--- config.mk ---
export PLATFORM = sky130hd
export DESIGN_NAME = http_request_line_check
export DESIGN_NICKNAME = d
export VERILOG_FILES = /design/src/rtl/core/hrlc_pkg.sv /design/src/rtl/core/http_request_line_check.sv
export SDC_FILE = /design/constraint.sdc
export NUM_CORES = 1
export LEC_CHECK = 0
export ABC_CLOCK_PERIOD_IN_PS = 8000
export BUFFER_PORTS_ARGS = -buffer_cell sky130_fd_sc_hd__buf_2
export CAP_MARGIN = 20
export CORE_MARGIN = 3
export CORE_UTILIZATION = 45
export CTS_BUF_LIST = sky130_fd_sc_hd__clkbuf_4
export DETAILED_ROUTE_END_ITERATION = 12
export RECOVER_POWER = 50
export SLEW_MARGIN = 20
export SYNTH_ARGS = -nofsm -noshare
export SYNTH_HDL_FRONTEND = slang
export SYNTH_SLANG_ARGS = --single-unit
--- constraint.sdc ---
create_clock -name clk_i -period 8 [get_ports clk_i]
set_input_delay 1.2 -clock clk_i [delete_from_list [all_inputs] [get_ports clk_i]]
set_output_delay 1.2 -clock clk_i [all_outputs]
set_load 0.05 [all_outputs]
--- src/rtl/core/hrlc_pkg.sv ---
package hrlc_pkg;

  localparam int unsigned ByteW    = 8;
  localparam int unsigned TailW    = 24;
  localparam int unsigned CountW   = 3;
  localparam int unsigned PosW     = 4;
  localparam int unsigned VerdictW = 2;

  typedef enum logic [VerdictW-1:0] {
    VerdictOk      = 2'd0,
    VerdictBad     = 2'd1,
    VerdictNotImpl = 2'd2
  } verdict_e;

  localparam logic [ByteW-1:0] ChTab   = 8'h09;
  localparam logic [ByteW-1:0] ChLf    = 8'h0A;
  localparam logic [ByteW-1:0] ChCr    = 8'h0D;
  localparam logic [ByteW-1:0] ChSpace = 8'h20;
  localparam logic [ByteW-1:0] ChSlash = 8'h2F;
  localparam logic [ByteW-1:0] ChZero  = 8'h30;
  localparam logic [ByteW-1:0] ChOne   = 8'h31;
  localparam logic [ByteW-1:0] ChNul   = 8'h00;

  // "/.." as the last three bytes of a word
  localparam logic [TailW-1:0] TailDotdot = 24'h2F2E2E;

  localparam logic [CountW-1:0] WordMethod  = 3'd1;
  localparam logic [CountW-1:0] WordPath    = 3'd2;
  localparam logic [CountW-1:0] WordVersion = 3'd3;
  localparam logic [CountW-1:0] CountMax    = 3'd7;
  localparam logic [PosW-1:0]   PosMax      = 4'd15;
  localparam logic [PosW-1:0]   MethodLen   = 4'd3;
  localparam logic [PosW-1:0]   VersionMinor = 4'd7;
  localparam logic [PosW-1:0]   VersionLen  = 4'd8;

  function automatic logic is_sep(input logic [ByteW-1:0] b);
    return (b == ChTab) || (b == ChSpace) || (b == ChCr) || (b == ChLf);
  endfunction

  // "GET"
  function automatic logic [ByteW-1:0] method_char(input logic [1:0] pos);
    logic [ByteW-1:0] c;
    case (pos)
      2'd0:    c = 8'h47;
      2'd1:    c = 8'h45;
      2'd2:    c = 8'h54;
      default: c = 8'h00;
    endcase
    return c;
  endfunction

  // "HTTP/1."
  function automatic logic [ByteW-1:0] version_char(input logic [2:0] pos);
    logic [ByteW-1:0] c;
    case (pos)
      3'd0:    c = 8'h48;
      3'd1:    c = 8'h54;
      3'd2:    c = 8'h54;
      3'd3:    c = 8'h50;
      3'd4:    c = 8'h2F;
      3'd5:    c = 8'h31;
      3'd6:    c = 8'h2E;
      default: c = 8'h00;
    endcase
    return c;
  endfunction

endpackage

--- src/rtl/core/http_request_line_check.sv ---
// The verdict is registered when the tlast beat steps out of the input register.
// Throughput: one byte per cycle; the only stall is a pending verdict the sink
// has not yet taken while the next line end waits in the input register.
// Reset (rst_ni low, asynchronous) empties both registers and returns the
// line parser to its start-of-line state.
module http_request_line_check (
  input  logic                        clk_i,
  input  logic                        rst_ni,
  input  logic                        s_axis_tvalid_i,
  output logic                        s_axis_tready_o,
  input  logic [hrlc_pkg::ByteW-1:0]  s_axis_tdata_i,   // [7:0] line_byte
  input  logic                        s_axis_tlast_i,   // line_end
  output logic                        m_axis_tvalid_o,
  input  logic                        m_axis_tready_i,
  output logic [7:0]                  m_axis_tdata_o    // [1:0] verdict, [7:2] zero
);
  import hrlc_pkg::*;

  // input register
  logic             in_valid_q, in_valid_d;
  logic [ByteW-1:0] in_byte_q;
  logic             in_last_q;

  // parser state
  logic [CountW-1:0] count_q, count_d;
  logic              inword_q, inword_d;
  logic [PosW-1:0]   pos_q, pos_d;
  logic              meth_ok_q, meth_ok_d;
  logic              ver_ok_q, ver_ok_d;
  logic              slash_q, slash_d;
  logic              dotdot_q, dotdot_d;
  logic [TailW-1:0]  tail_q, tail_d;
  logic              stop_q, stop_d;

  // result register
  logic              out_valid_q, out_valid_d;
  verdict_e          verdict_q, verdict_d;

  logic out_free, step, sep_taken;

  assign out_free        = !out_valid_q || m_axis_tready_i;
  assign step            = in_valid_q && (!in_last_q || out_free);
  assign s_axis_tready_o = !in_valid_q || step;
  assign in_valid_d      = s_axis_tready_o ? s_axis_tvalid_i : in_valid_q;

  always_comb begin
    count_d   = count_q;
    inword_d  = inword_q;
    pos_d     = pos_q;
    meth_ok_d = meth_ok_q;
    ver_ok_d  = ver_ok_q;
    slash_d   = slash_q;
    dotdot_d  = dotdot_q;
    tail_d    = tail_q;
    stop_d    = stop_q;
    sep_taken = 1'b0;
    verdict_d = verdict_q;
    out_valid_d = out_valid_q && !m_axis_tready_i;

    if (step) begin
      if (!stop_q) begin
        if (in_byte_q == ChNul) begin
          stop_d = 1'b1;
        end else if (is_sep(in_byte_q)) begin
          sep_taken = 1'b1;
        end else begin
          if (!inword_q) begin
            inword_d = 1'b1;
            pos_d    = '0;
            tail_d   = '0;
            if (count_q != CountMax) count_d = count_q + 3'd1;
          end
          if (count_d == WordMethod) begin
            if (pos_d >= MethodLen || method_char(pos_d[1:0]) != in_byte_q) begin
              meth_ok_d = 1'b0;
            end
          end else if (count_d == WordPath) begin
            if (pos_d == '0 && in_byte_q == ChSlash) slash_d = 1'b1;
            if (tail_d == TailDotdot && in_byte_q == ChSlash) dotdot_d = 1'b1;
          end else if (count_d == WordVersion) begin
            if (pos_d < VersionMinor) begin
              if (version_char(pos_d[2:0]) != in_byte_q) ver_ok_d = 1'b0;
            end else if (pos_d == VersionMinor) begin
              if (in_byte_q != ChZero && in_byte_q != ChOne) ver_ok_d = 1'b0;
            end else begin
              ver_ok_d = 1'b0;
            end
          end
          tail_d = {tail_d[TailW-ByteW-1:0], in_byte_q};
          if (pos_d != PosMax) pos_d = pos_d + 4'd1;
        end
      end

      // close the open word on a separator or at the line end
      if ((sep_taken || in_last_q) && inword_d) begin
        inword_d = 1'b0;
        if (count_d == WordMethod) begin
          if (pos_d != MethodLen) meth_ok_d = 1'b0;
        end else if (count_d == WordPath) begin
          if (tail_d == TailDotdot) dotdot_d = 1'b1;
        end else if (count_d == WordVersion) begin
          if (pos_d != VersionLen) ver_ok_d = 1'b0;
        end
      end

      if (in_last_q) begin
        out_valid_d = 1'b1;
        if (count_d != WordVersion)        verdict_d = VerdictBad;
        else if (!meth_ok_d || !ver_ok_d)  verdict_d = VerdictNotImpl;
        else if (!slash_d || dotdot_d)     verdict_d = VerdictBad;
        else                               verdict_d = VerdictOk;
        // start over for the next line
        count_d   = '0;
        inword_d  = 1'b0;
        pos_d     = '0;
        meth_ok_d = 1'b1;
        ver_ok_d  = 1'b1;
        slash_d   = 1'b0;
        dotdot_d  = 1'b0;
        tail_d    = '0;
        stop_d    = 1'b0;
      end
    end
  end

  always_ff @(posedge clk_i or negedge rst_ni) begin
    if (!rst_ni) begin
      in_valid_q  <= 1'b0;
      out_valid_q <= 1'b0;
      count_q     <= '0;
      inword_q    <= 1'b0;
      pos_q       <= '0;
      meth_ok_q   <= 1'b1;
      ver_ok_q    <= 1'b1;
      slash_q     <= 1'b0;
      dotdot_q    <= 1'b0;
      tail_q      <= '0;
      stop_q      <= 1'b0;
    end else begin
      in_valid_q  <= in_valid_d;
      out_valid_q <= out_valid_d;
      count_q     <= count_d;
      inword_q    <= inword_d;
      pos_q       <= pos_d;
      meth_ok_q   <= meth_ok_d;
      ver_ok_q    <= ver_ok_d;
      slash_q     <= slash_d;
      dotdot_q    <= dotdot_d;
      tail_q      <= tail_d;
      stop_q      <= stop_d;
    end
  end

  // payload registers: load the beat on accept, hold the verdict until taken
  always_ff @(posedge clk_i) begin
    if (s_axis_tready_o && s_axis_tvalid_i) begin
      in_byte_q <= s_axis_tdata_i;
      in_last_q <= s_axis_tlast_i;
    end
    verdict_q <= verdict_d;
  end

  assign m_axis_tvalid_o = out_valid_q;
  assign m_axis_tdata_o  = {6'b0, verdict_q};

endmodule
# Word level (Yosys, flattened, before mapping)
# Index checks and enable logic that the tools add are counted.
# W data, S select, Z words.
[classes]
reduce_logical = 30
eq_ne = 31
order_cmp = 2
muxes = 111
addsub = 2
[ops]
columns = ["operator", "count"]
rows = [
  ["$mux W24", 10],
  ["$mux W8", 13],
  ["$mux W1", 63],
  ["$eq A24 B22 Y1 const B", 2],
  ["$mux W4", 11],
  ["$pmux W7 S6", 1],
  ["$mux W3", 11],
  ["$eq A8 B4 Y1 const B", 3],
  ["$pmux W7 S3", 1],
  ["$eq A3 B2 Y1 const B", 6],
  ["$eq A8 B6 Y1 const B", 2],
  ["$ne A8 B6 Y1 const B", 2],
  ["$ne A8 B8 Y1", 2],
  ["$logic_or A1 B1 Y1", 10],
  ["$eq A3 B1 Y1 const B", 3],
  ["$eq A3 B3 Y1 const B", 3],
  ["$logic_not A8 Y1", 1],
  ["$ne A4 B4 Y1 const B", 2],
  ["$logic_and A1 B1 Y1", 7],
  ["$logic_not A1 Y1", 7],
  ["$add A4 B1 Y4 const B", 1],
  ["$eq A4 B3 Y1 const B", 1],
  ["$ge A4 B2 Y1 const B", 1],
  ["$logic_not A4 Y1", 1],
  ["12 further kinds", 12],
]
[totals]
regBits = 50
out_inout_bits = 10
word_cells = 190
input_bits = 13

# Logic depth before layout (Yosys ltp)
# Gate-level depths: netlist (run 1).
[logic_depth]
depth_word = 37
depth_mapped = 11

# Worst setup path after synthesis (run 1)
# Ideal clock, no wire load.
[synth_path]
path_type = "input -> output"
startpoint = "input m_axis_tready_i"
endpoint = "output s_axis_tready_o"
required_time_ns = 6.800
path_buffers = 0
t_arrival_ns = 1.780
cell_stages = 1
setup_slack_ns = 5.020
path_cell_list = "nand4b_1"
[synth_between]
elab_chain_len = 4
[synth_lines]
columns = ["item", "line_no", "source"]
rows = [
  ["start, declared", "http_request_line_check.sv:14", "input logic m_axis_tready_i,"],
  ["$logic_or A1 B1 Y1", "http_request_line_check.sv:41", "assign out_free = !out_valid_q || m_axis_tready_i;"],
  ["$logic_or A1 B1 Y1", "http_request_line_check.sv:42", "assign step = in_valid_q && (!in_last_q || out_free);"],
  ["$logic_and A1 B1 Y1", "http_request_line_check.sv:42", ""],
  ["$logic_or A1 B1 Y1", "http_request_line_check.sv:43", "assign s_axis_tready_o = !in_valid_q || step;"],
  ["end, declared", "http_request_line_check.sv:10", "output logic s_axis_tready_o,"],
]
# No other way between the ends.

# Worst setup path in the final report (run 1)
[layout_path]
startpoint = "register inword_q"
endpoint = "register verdict_q[0], data pin"
[layout_between]
elab_chain_len = 34
elab_cells_between_ends = 130
cone_classes = "1 x add/sub; 2 x order compare; 23 x eq/ne; 91 x mux; 13 x reduce/logical"
[layout_lines]
columns = ["item", "line_no", "source"]
rows = [
  ["start, declared", "http_request_line_check.sv:26", "logic inword_q, inword_d;"],
  ["start signal, assigned", "http_request_line_check.sv:143", "inword_q <= inword_d;"],
  ["$mux W4", "http_request_line_check.sv:67", "if (!inword_q) begin"],
  ["$mux W4", "http_request_line_check.sv:64", "end else if (is_sep(in_byte_q)) begin"],
  ["$mux W4", "http_request_line_check.sv:62", "if (in_byte_q == ChNul) begin"],
  ["$mux W4", "http_request_line_check.sv:61", "if (!stop_q) begin"],
  ["$mux W4", "http_request_line_check.sv:60", "if (step) begin"],
  ["$eq A3 B2 Y1 or $eq A3 B1 Y1 (tied branches)", "hrlc_pkg.sv:55", "case (pos)"],
  ["$reduce_or A2 Y1 (no line)", "--", ""],
  ["$pmux W7 S6", "hrlc_pkg.sv:55", ""],
  ["[... 18 more ...]", "--", ""],
  ["$mux W1", "http_request_line_check.sv:101", "end else if (count_d == WordVersion) begin"],
  ["$mux W1", "http_request_line_check.sv:99", "end else if (count_d == WordPath) begin"],
  ["$mux W1", "http_request_line_check.sv:97", "if (count_d == WordMethod) begin"],
  ["$mux W1", "http_request_line_check.sv:95", "if ((sep_taken || in_last_q) && inword_d) begin"],
  ["$mux W1", "http_request_line_check.sv:60", ""],
  ["$logic_not A1 Y1", "http_request_line_check.sv:109", "else if (!meth_ok_d || !ver_ok_d) verdict_d = VerdictNotImpl;"],
  ["$logic_or A1 B1 Y1", "http_request_line_check.sv:109", ""],
  ["$mux W2", "http_request_line_check.sv:109", ""],
  ["end signal, assigned", "http_request_line_check.sv:160", "verdict_q <= verdict_d;"],
  ["end, declared", "http_request_line_check.sv:37", "verdict_e verdict_q, verdict_d;"],
]
# Parallel ways exist; a longest one is shown, timed or not. The select of a mux whose other input is x is not followed.
# A chain may end at the register's enable or synchronous reset.

==> metrics.txt, run 1 <==
# TYPE chip_impl_metric gauge
chip_impl_metric{name="netlist-cell-type-count",unit=""} 67
chip_impl_metric{name="cts_resized",unit=""} 0
chip_impl_metric{name="post_synth_instance_area",unit="µm²"} 3090
chip_impl_metric{name="fp.coreArea",unit="µm²"} 6490
chip_impl_metric{name="rrSetupSlack",unit="ns"} 4.54
chip_impl_metric{name="drt_iter0_markers",unit=""} 235
chip_impl_info{name="topRoutingLayerUsed",value="met4"} 1
chip_impl_info{name="timing.hold.worst.class",value="reg -> reg"} 1
chip_impl_metric{name="cts_sinks",unit=""} 50
chip_impl_info{name="end_kind",value="register"} 1
chip_impl_metric{name="first_global_vias",unit=""} 2538
chip_impl_info{name="timing.setup.critical_path_class",value="reg -> reg"} 1
chip_impl_metric{name="insertion_delay",unit="ns"} 0.38
chip_impl_metric{name="drtAntennaViolNets",unit=""} 0
chip_impl_metric{name="power_density",unit="nW/µm²"} 194
chip_impl_metric{name="hold_viol",unit=""} 0
chip_impl_metric{name="timing.final.crit_period",unit="ns"} 3.46
chip_impl_metric{name="area_growth",unit="%"} 4.53
chip_impl_metric{name="cts.hold.buffers_added",unit=""} 0
chip_impl_metric{name="leakage",unit="nW"} 1.26
chip_impl_info{name="startpoint_type",value="register"} 1
chip_impl_metric{name="synth.yosys.warnings",unit=""} 0
chip_impl_info{name="synth_flop_cell",value="dfrtp_1"} 1
chip_impl_metric{name="pin_count",unit=""} 23
chip_impl_metric{name="gp_routability_congestion",unit=""} 0.859
chip_impl_metric{name="met1_length",unit="µm"} 3620
chip_impl_metric{name="met3_length",unit="µm"} 432
chip_impl_info{name="timing.critical_path.to",value="verdict_q[0]"} 1
chip_impl_metric{name="vdd.ir_drop.worst",unit="µV"} 96.6
chip_impl_metric{name="place_hpwl",unit="µm"} 5220
chip_impl_metric{name="critical_path_peak_fanout",unit=""} 22
chip_impl_metric{name="grt_first_pass_wirelength",unit="µm"} 13000
chip_impl_metric{name="tightest_slew",unit="ns"} 2.14
chip_impl_metric{name="antenna_found_initial",unit=""} 0
chip_impl_metric{name="drc_errors",unit=""} 0
chip_impl_info{name="cts_tree",value="done"} 1
chip_impl_metric{name="cts_buffers",unit=""} 5
chip_impl_metric{name="port-buffer-count",unit=""} 16
chip_impl_metric{name="global_routing_usage_summed_across_all_routing_layers",unit=""} 0.213
chip_impl_metric{name="layout.nets",unit=""} 359
chip_impl_metric{name="clock_tree.buffer_depth",unit=""} 2
chip_impl_info{name="clock-root-buffer",value="clkbuf_4"} 1
chip_impl_metric{name="synth_cells",unit=""} 339
chip_impl_info{name="grt_setup_unrepaired",value="no"} 1
chip_impl_metric{name="seq_area_frac_synth",unit=""} 0.423
chip_impl_metric{name="totalPowerFinal",unit="mW"} 0.628
chip_impl_info{name="failed_checks",value="max-capacitance violations, max-slew violations"} 1
chip_impl_metric{name="whs",unit="ns"} 0.530
chip_impl_metric{name="antennaDiodeCount",unit=""} 0
chip_impl_info{name="run_status",value="finished, violations left"} 1
chip_impl_metric{name="drt_first_pass_iters",unit=""} 5
chip_impl_metric{name="die_area",unit="µm²"} 7910
chip_impl_metric{name="synth-async-reset-ratio",unit=""} 0.780
chip_impl_metric{name="dieHeight",unit="µm"} 88.9
chip_impl_metric{name="max-slew-margin-rel",unit=""} -0.427
chip_impl_metric{name="initial_utilization",unit=""} 0.476
chip_impl_metric{name="finalWirelength",unit="µm"} 7830
chip_impl_metric{name="h-tree-depth",unit=""} 2
chip_impl_metric{name="syn_area_per_cell",unit="µm²"} 9.13
chip_impl_metric{name="reg2reg_depth",unit=""} 9
chip_impl_metric{name="global_route.overflow_total",unit=""} 0
chip_impl_metric{name="worst_ep_arrival_time",unit="ns"} 3.70
chip_impl_metric{name="worst_setup_hold_path_clk_slew",unit="ns"} 0.16
chip_impl_metric{name="max_cap_viol_count",unit=""} 1
chip_impl_metric{name="crit_share_post_route",unit=""} 0.432
chip_impl_metric{name="worstPathRequired",unit="ns"} 8.24
chip_impl_metric{name="drive_gt1_frac",unit=""} 0.106
chip_impl_metric{name="setup_viol",unit=""} 0
chip_impl_metric{name="routed_wire_length_per_instance",unit="µm"} 18.8
chip_impl_info{name="reg2reg_from",value="inword_q"} 1
chip_impl_info{name="worst_r2r_endpoint",value="verdict_q[0]"} 1
chip_impl_metric{name="grt_max_degree",unit=""} 43
chip_impl_metric{name="setup_tns_final",unit="ns"} 0
chip_impl_metric{name="cts_setup_buffers",unit=""} 0
chip_impl_metric{name="dr_total_vias",unit=""} 2629
chip_impl_metric{name="finClkSkew",unit="ns"} 0.0139
chip_impl_metric{name="placementRows",unit=""} 29
chip_impl_metric{name="routed-wl-met2",unit="µm"} 3610
chip_impl_info{name="crit_path_from",value="inword_q"} 1
chip_impl_metric{name="die_width",unit="µm"} 88.9
chip_impl_metric{name="timing.fmax",unit="MHz"} 289
chip_impl_metric{name="ys_ff_latch",unit=""} 50
chip_impl_metric{name="maxSlewViolCount",unit=""} 40
chip_impl_metric{name="post_synth_edffs",unit=""} 11
chip_impl_metric{name="post_drt_via_cell_ratio",unit=""} 6.30
## cells by family (layout without fill, tap and decap cells)
logic type | after synthesis | count (layout) | share of synthesized area
AOI/OAI and AO/OA | 120 | 120 | 0.266
and+or+nand+nor | 112 | 112 | 0.197
DFF | 50 | 50 | 0.423
buffers and inverters | 42 | 38 | 0.0647
adders and majority gates | 7 | 7 | 0.0283
xor gates and xnor gates | 6 | 6 | 0.0170
other | 1 | 6 | 0.00121
muxes | 1 | 1 | 0.00324
## cells in the final DEF, fill, tap and decap left out, types with 2 or more instances in the layout
cell type,n
a311oi_1,2
buf_4,4
conb_1,6
buf_2,14
nand4b_1,5
and2_1,4
clkbuf_4,5
or3_1,3
a31oi_1,3
nand3_1,2
a22o_1,2
and4b_1,2
nand4_1,4
o31ai_1,6
nor2b_1,4
nand2b_1,3
ha_1,7
edfxtp_1,11
inv_1,10
clkbuf_1,2
nor4_1,4
o311a_1,2
nor2_1,13
o21a_1,2
nand2_1,41
o41ai_1,5
dfrtp_1,37
xnor2_1,6
nor3b_1,3
a21oi_1,12
nor4b_1,2
nand3b_1,4
nor3_1,8
a32o_1,2
dfstp_2,2
a211oi_1,4
o21ai_0,36
o22ai_1,2
a22oi_1,25
and2_0,2
## state kept, by name (all words and copies together), names as in the netlist
register and cells:
m_axis_tvalid_o 1, in_last_q 1, in_byte_q 8, verdict_q 2, count_q 3, ver_ok_q 1
slash_q 1, tail_q 24, dotdot_q 1, inword_q 1, meth_ok_q 1, stop_q 1
pos_q 4, in_valid_q 1
## report_power, final
group | leakage (nW) | switching, mW | internal [mW]
Sequential | 0.622 | 0.0352 | 0.287
Clock | 0.0432 | 0.0858 | 0.0661
Combinational | 0.592 | 0.0927 | 0.0609
Total | 1.26 | 0.214 | 0.414
## metal layers
layer | vias up | GRT usage
li1 | 1251 | -
met1 | 1269 | 0.299
met2 | 95 | 0.333
met3 | 14 | 0.0304
met4 | 0 | 0.0810
met5 | - | 0
## worst min-delay path by stage
stage / start / to / slack (ns) / cells after the start
2_1_floorplan: tail_q[22] / tail_q[22] / 0.46 / 1
3_3_place_gp: tail_q[16] / tail_q[16] / 0.50 / 2
3_5_place_dp: tail_q[19] / tail_q[19] / 0.50 / 2
4_1_cts: tail_q[19] / tail_q[19] / 0.53 / 2
5_1_grt: tail_q[22] / tail_q[22] / 0.56 / 1
6_report: tail_q[19] / tail_q[19] / 0.53 / 2
## cell type report
class / instances / area, µm²
inverter: 10 / 37.5
clock inverter: 3 / 42.5
timing repair buffer: 20 / 108
clock buffer: 5 / 37.5
tap: 77 / 96.3
multi-input combinational: 252 / 1600
sequential: 50 / 1310
fill: 587 / 3260
## through the flow
stage | instance area, µm² | worst slack, ns | util | instances
detailed placement | 3160 | 4.59 | 0.486 | 409
global route | 3230 | 4.24 | 0.498 | 417
CTS | 3240 | 4.58 | 0.498 | 417
floorplan | 3110 | 5.02 | - | 344
finish | 3230 | 4.54 | 0.498 | 417
global placement | 3160 | 4.72 | 0.486 | 409
## synth_stat cells (3+ instances only)
master     n  area share
inv_1     10       0.012
a31oi_1    3      0.0061
a22oi_1   25       0.061
a211oi_1   4      0.0097
a21oi_1   12       0.019
nor3_1     8       0.013
buf_2      6      0.0097
nand4b_1   5       0.014
nor2_1    13       0.016
clkbuf_1  17       0.021
o41ai_1    5       0.014
nand3b_1   4      0.0097
or3_1      3      0.0061
o21ai_0   36       0.058
o31ai_1    6       0.015
nor2b_1    4      0.0081
nor3b_1    3      0.0073
edfxtp_1  11        0.11
nand2b_1   3      0.0061
ha_1       7       0.028
dfrtp_1   37        0.30
nor4_1     4      0.0081
nand2_1   41       0.050
buf_4      7       0.017
and2_1     5       0.010
nand4_1    4      0.0081
xnor2_1    6       0.017
## worst max-delay path, stage by stage (launching register included)
cell	delay (ns)
dfrtp_1	0.78
nand2_1	0.29
ha_1	0.36
a211oi_1	0.35
nor3_1	0.07
or3b_1	0.35
o41ai_1	0.33
a41oi_1	0.26
or3_1	0.39
a21oi_1	0.14
No activity file was read; power rests on OpenSTA's default activity.
==> run 2, diff against run 1 <==
ABC_AREA = 1   (was default)
ABC_CLOCK_PERIOD_IN_PS = 3270   (was 8000)
clock period = 3.27 ns   (was 8 ns; I/O delays follow)
==> metrics.txt, run 2 <==
# TYPE chip_impl_metric gauge
chip_impl_info{name="run_status",value="finished, violations left"} 1
chip_impl_info{name="failed_checks",value="max-capacitance violations, max-slew violations"} 1
chip_impl_metric{name="initial_utilization",unit=""} 0.481
chip_impl_metric{name="fp.coreArea",unit="µm²"} 7020
chip_impl_metric{name="synth_cells",unit=""} 486
chip_impl_metric{name="placed_cells",unit=""} 588
chip_impl_metric{name="dpl_worst_slack",unit="ns"} 0.701
chip_impl_info{name="end_kind",value="register"} 1
chip_impl_metric{name="critPathMaxStageDelay",unit="ns"} 0.43
chip_impl_metric{name="worstPathRequired",unit="ns"} 3.42
chip_impl_metric{name="post_synth_instance_area",unit="µm²"} 3370
chip_impl_metric{name="placementRows",unit=""} 30
chip_impl_metric{name="dieHeight",unit="µm"} 92.6
chip_impl_info{name="timing.hold.worst.class",value="in -> reg"} 1
chip_impl_metric{name="yosysTopAreaCellShare",unit=""} 0.274
chip_impl_info{name="grt_setup_unrepaired",value="no"} 1
chip_impl_metric{name="vdd.ir_drop.worst",unit="µV"} 239
chip_impl_metric{name="cts_sinks",unit=""} 50
chip_impl_metric{name="gp_routability_congestion",unit=""} 0.860
chip_impl_metric{name="largest_register_ff_count",unit=""} 24
chip_impl_metric{name="worst_setup_hold_path_clk_slew",unit="ns"} 0.15
chip_impl_metric{name="post_drt_via_cell_ratio",unit=""} 5.16
chip_impl_info{name="final_common_cell",value="nand2_1"} 1
chip_impl_info{name="timing.setup.critical_path_class",value="reg -> reg"} 1
chip_impl_metric{name="seq_area_frac_synth",unit=""} 0.388
chip_impl_metric{name="drt_first_pass_iters",unit=""} 4
chip_impl_info{name="yosys-top-cells-area",value="dfrtp_1 (27%), nand2_1 (21%), edfxtp_1 (9.8%), inv_1 (6.6%), nor2_1 (4.2%)"} 1
chip_impl_metric{name="cts_resized",unit=""} 0
chip_impl_metric{name="cts_setup_buffers",unit=""} 0
chip_impl_info{name="cts_tree",value="done"} 1
chip_impl_info{name="synth_flop_cell",value="dfrtp_1"} 1
chip_impl_metric{name="finClkSkew",unit="ns"} 0.00920
chip_impl_metric{name="postLayoutSetupSlackWorst",unit="ns"} 0.680
chip_impl_metric{name="synth-async-reset-ratio",unit=""} 0.780
chip_impl_metric{name="insertion_delay",unit="ns"} 0.37
chip_impl_metric{name="cts.hold.buffers_added",unit=""} 0
chip_impl_info{name="clock-root-buffer",value="clkbuf_4"} 1
chip_impl_metric{name="max-slew-margin-rel",unit=""} -0.486
chip_impl_metric{name="grt_first_pass_wirelength",unit="µm"} 15000
chip_impl_metric{name="utilization",unit=""} 0.512
chip_impl_metric{name="first_global_vias",unit=""} 3061
chip_impl_metric{name="clock_tree.buffer_depth",unit=""} 2
chip_impl_metric{name="antenna_found_initial",unit=""} 0
chip_impl_metric{name="power_density",unit="nW/µm²"} 459
chip_impl_metric{name="die_width",unit="µm"} 92.6
chip_impl_info{name="post-synth-top-count-cell",value="nand2_1"} 1
chip_impl_metric{name="maxSlewViolCount",unit=""} 40
chip_impl_metric{name="place_hpwl",unit="µm"} 6250
chip_impl_metric{name="syn_area_per_cell",unit="µm²"} 6.94
chip_impl_metric{name="crit_share_post_route",unit=""} 0.792
chip_impl_metric{name="grt_max_degree",unit=""} 40
chip_impl_info{name="critical-path-top-delay-family",value="simple AND/OR/NAND/NOR gates"} 1
chip_impl_metric{name="finalWirelength",unit="µm"} 8710
chip_impl_metric{name="h-tree-depth",unit=""} 2
chip_impl_metric{name="drtAntennaViolNets",unit=""} 0
chip_impl_metric{name="critical_path_peak_fanout",unit=""} 6
chip_impl_info{name="synth.cells.most_frequent",value="nand2_1 (189), inv_1 (59), nor2_1 (38)"} 1
chip_impl_info{name="post-synth-top-area-cell",value="dfrtp_1"} 1
chip_impl_metric{name="finalNonFillerCells",unit=""} 596
chip_impl_metric{name="leakage",unit="nW"} 1.86
chip_impl_metric{name="post_synth_edffs",unit=""} 11
chip_impl_info{name="biggestRegsByFlops",value="tail_q (24), in_byte_q (8), pos_q (4)"} 1
chip_impl_metric{name="area_growth",unit="%"} 6.60
chip_impl_info{name="startpoint_type",value="register"} 1
chip_impl_metric{name="drive_gt1_frac",unit=""} 0.0940
chip_impl_metric{name="global_routing_usage_summed_across_all_routing_layers",unit=""} 0.220
chip_impl_metric{name="timing.fmax",unit="MHz"} 386
chip_impl_metric{name="global_route.overflow_total",unit=""} 0
chip_impl_info{name="max_flop_register",value="tail_q"} 1
chip_impl_metric{name="port-buffer-count",unit=""} 16
chip_impl_metric{name="drt_iter0_markers",unit=""} 206
chip_impl_metric{name="max_cap_viol_count",unit=""} 1
chip_impl_metric{name="layout.nets",unit=""} 519
chip_impl_metric{name="ys_ff_latch",unit=""} 50
chip_impl_metric{name="crit_buf_inv",unit=""} 5
chip_impl_metric{name="synth.yosys.warnings",unit=""} 0
chip_impl_metric{name="die_area",unit="µm²"} 8570
chip_impl_metric{name="dr_total_vias",unit=""} 3075
chip_impl_metric{name="antennaDiodeCount",unit=""} 0
chip_impl_metric{name="drc_errors",unit=""} 0
chip_impl_metric{name="hold_viol",unit=""} 0
chip_impl_info{name="critical_path.most_common_cell",value="nand2_1"} 1
chip_impl_metric{name="worst_ep_arrival_time",unit="ns"} 2.74
chip_impl_info{name="worstPathCellList",value="nand2_1, inv_1, ha_1, inv_1, nor2_1, nand2_1, nand2_1, o21ai_0, inv_1, nand2_1, nand2_1, nand2_1, inv_1, nand2_1, nand2_1, nand2_1, o21bai_1, inv_1"} 1
chip_impl_metric{name="tightest_slew",unit="ns"} 2.23
chip_impl_info{name="crit_path_top_delay_cell",value="dfrtp_1"} 1
chip_impl_metric{name="pin_count",unit=""} 23
chip_impl_metric{name="netlist-cell-type-count",unit=""} 36
chip_impl_metric{name="routed_wire_length_per_instance",unit="µm"} 14.6
chip_impl_info{name="mostFrequentLayoutCells",value="nand2_1 (189), inv_1 (59), nor2_1 (38), dfrtp_1 (37), nand3_1 (23)"} 1
chip_impl_metric{name="timing.final.crit_period",unit="ns"} 2.59
chip_impl_metric{name="setup_viol",unit=""} 0
chip_impl_metric{name="setup_tns_final",unit="ns"} 0
chip_impl_metric{name="cts_buffers",unit=""} 5
-- run 2: cell types whose count changed in the layout (fill, tap and decap cells not counted), moves of 7 or more --
cell	delta
a22o_1	+7
a22oi_1	-25
inv_1	+49
nand2_1	+148
nand3_1	+21
nand4_1	+9
nor2_1	+25
o21ai_0	-21
o22ai_1	+13
-- run 2: final cells by class --
type,instances,area (µm²)
Timing Repair Buffer,20,109
Tap cell,96,120
Sequential cell,50,1310
Inverter,64,240
Clock inverter,3,63.8
Fill cell,750,3420
Multi-Input combinational cell,358,1720
Clock buffer,5,37.5
-- run 2: cell families (layout without fill, tap and decap cells) --
| logic type | Yosys count | after routing | synth area share |
|---|---|---|---|
| AO/OA/AOI/OAI | 60 | 60 | 0.110 |
| flip-flops | 50 | 50 | 0.388 |
| buffers and inverters | 83 | 92 | 0.109 |
| adder cells (fa/ha/maj) | 7 | 7 | 0.0260 |
| XOR/XNOR | 2 | 2 | 0.00519 |
| other | 1 | 6 | 0.00111 |
| AND/OR/NAND/NOR | 283 | 283 | 0.361 |
-- run 2: routing by layer --
layer | global-route usage | share of wire | vias up
met1 | 0.311 | 0.50 | 1413
li1 | - | - | 1571
met5 | 0 | 0 | -
met3 | 0.0357 | 0.051 | 12
met4 | 0.0582 | 0.013 | 0
met2 | 0.351 | 0.44 | 79
-- run 2: final timing paths --
path / startpoint / end / slack [ns] / cells after the start
setup / recovery: pos_q[1] / verdict_q[1] / 0.68 / 18
hold / removal: s_axis_tdata_i[6] / in_byte_q[6] / 0.29 / 1
setup reg to reg: pos_q[1] / verdict_q[1] / 0.68 / 18
hold reg to reg: dotdot_q / dotdot_q / 0.51 / 2
max in group asynchronous: rst_ni / tail_q[2] / 1.25 / 1
min in group asynchronous: rst_ni / pos_q[3] / 0.76 / 1
-- run 2: power by group --
group | internal [mW] | switching (mW) | leakage, nW
sequential | 0.701 | 0.0539 | 0.622
combinational | 0.142 | 0.313 | 1.19
clock | 0.236 | 0.205 | 0.0555
-- run 2: through the flow --
step,hold WS [ns],area (µm²),power (mW)
after floorplan,0.195,3390,1.10
after global placement,0.475,3500,1.21
after global routing,0.267,3600,1.77
after detailed placement,0.477,3500,1.22
final,0.288,3600,1.65
after CTS,0.260,3600,1.66
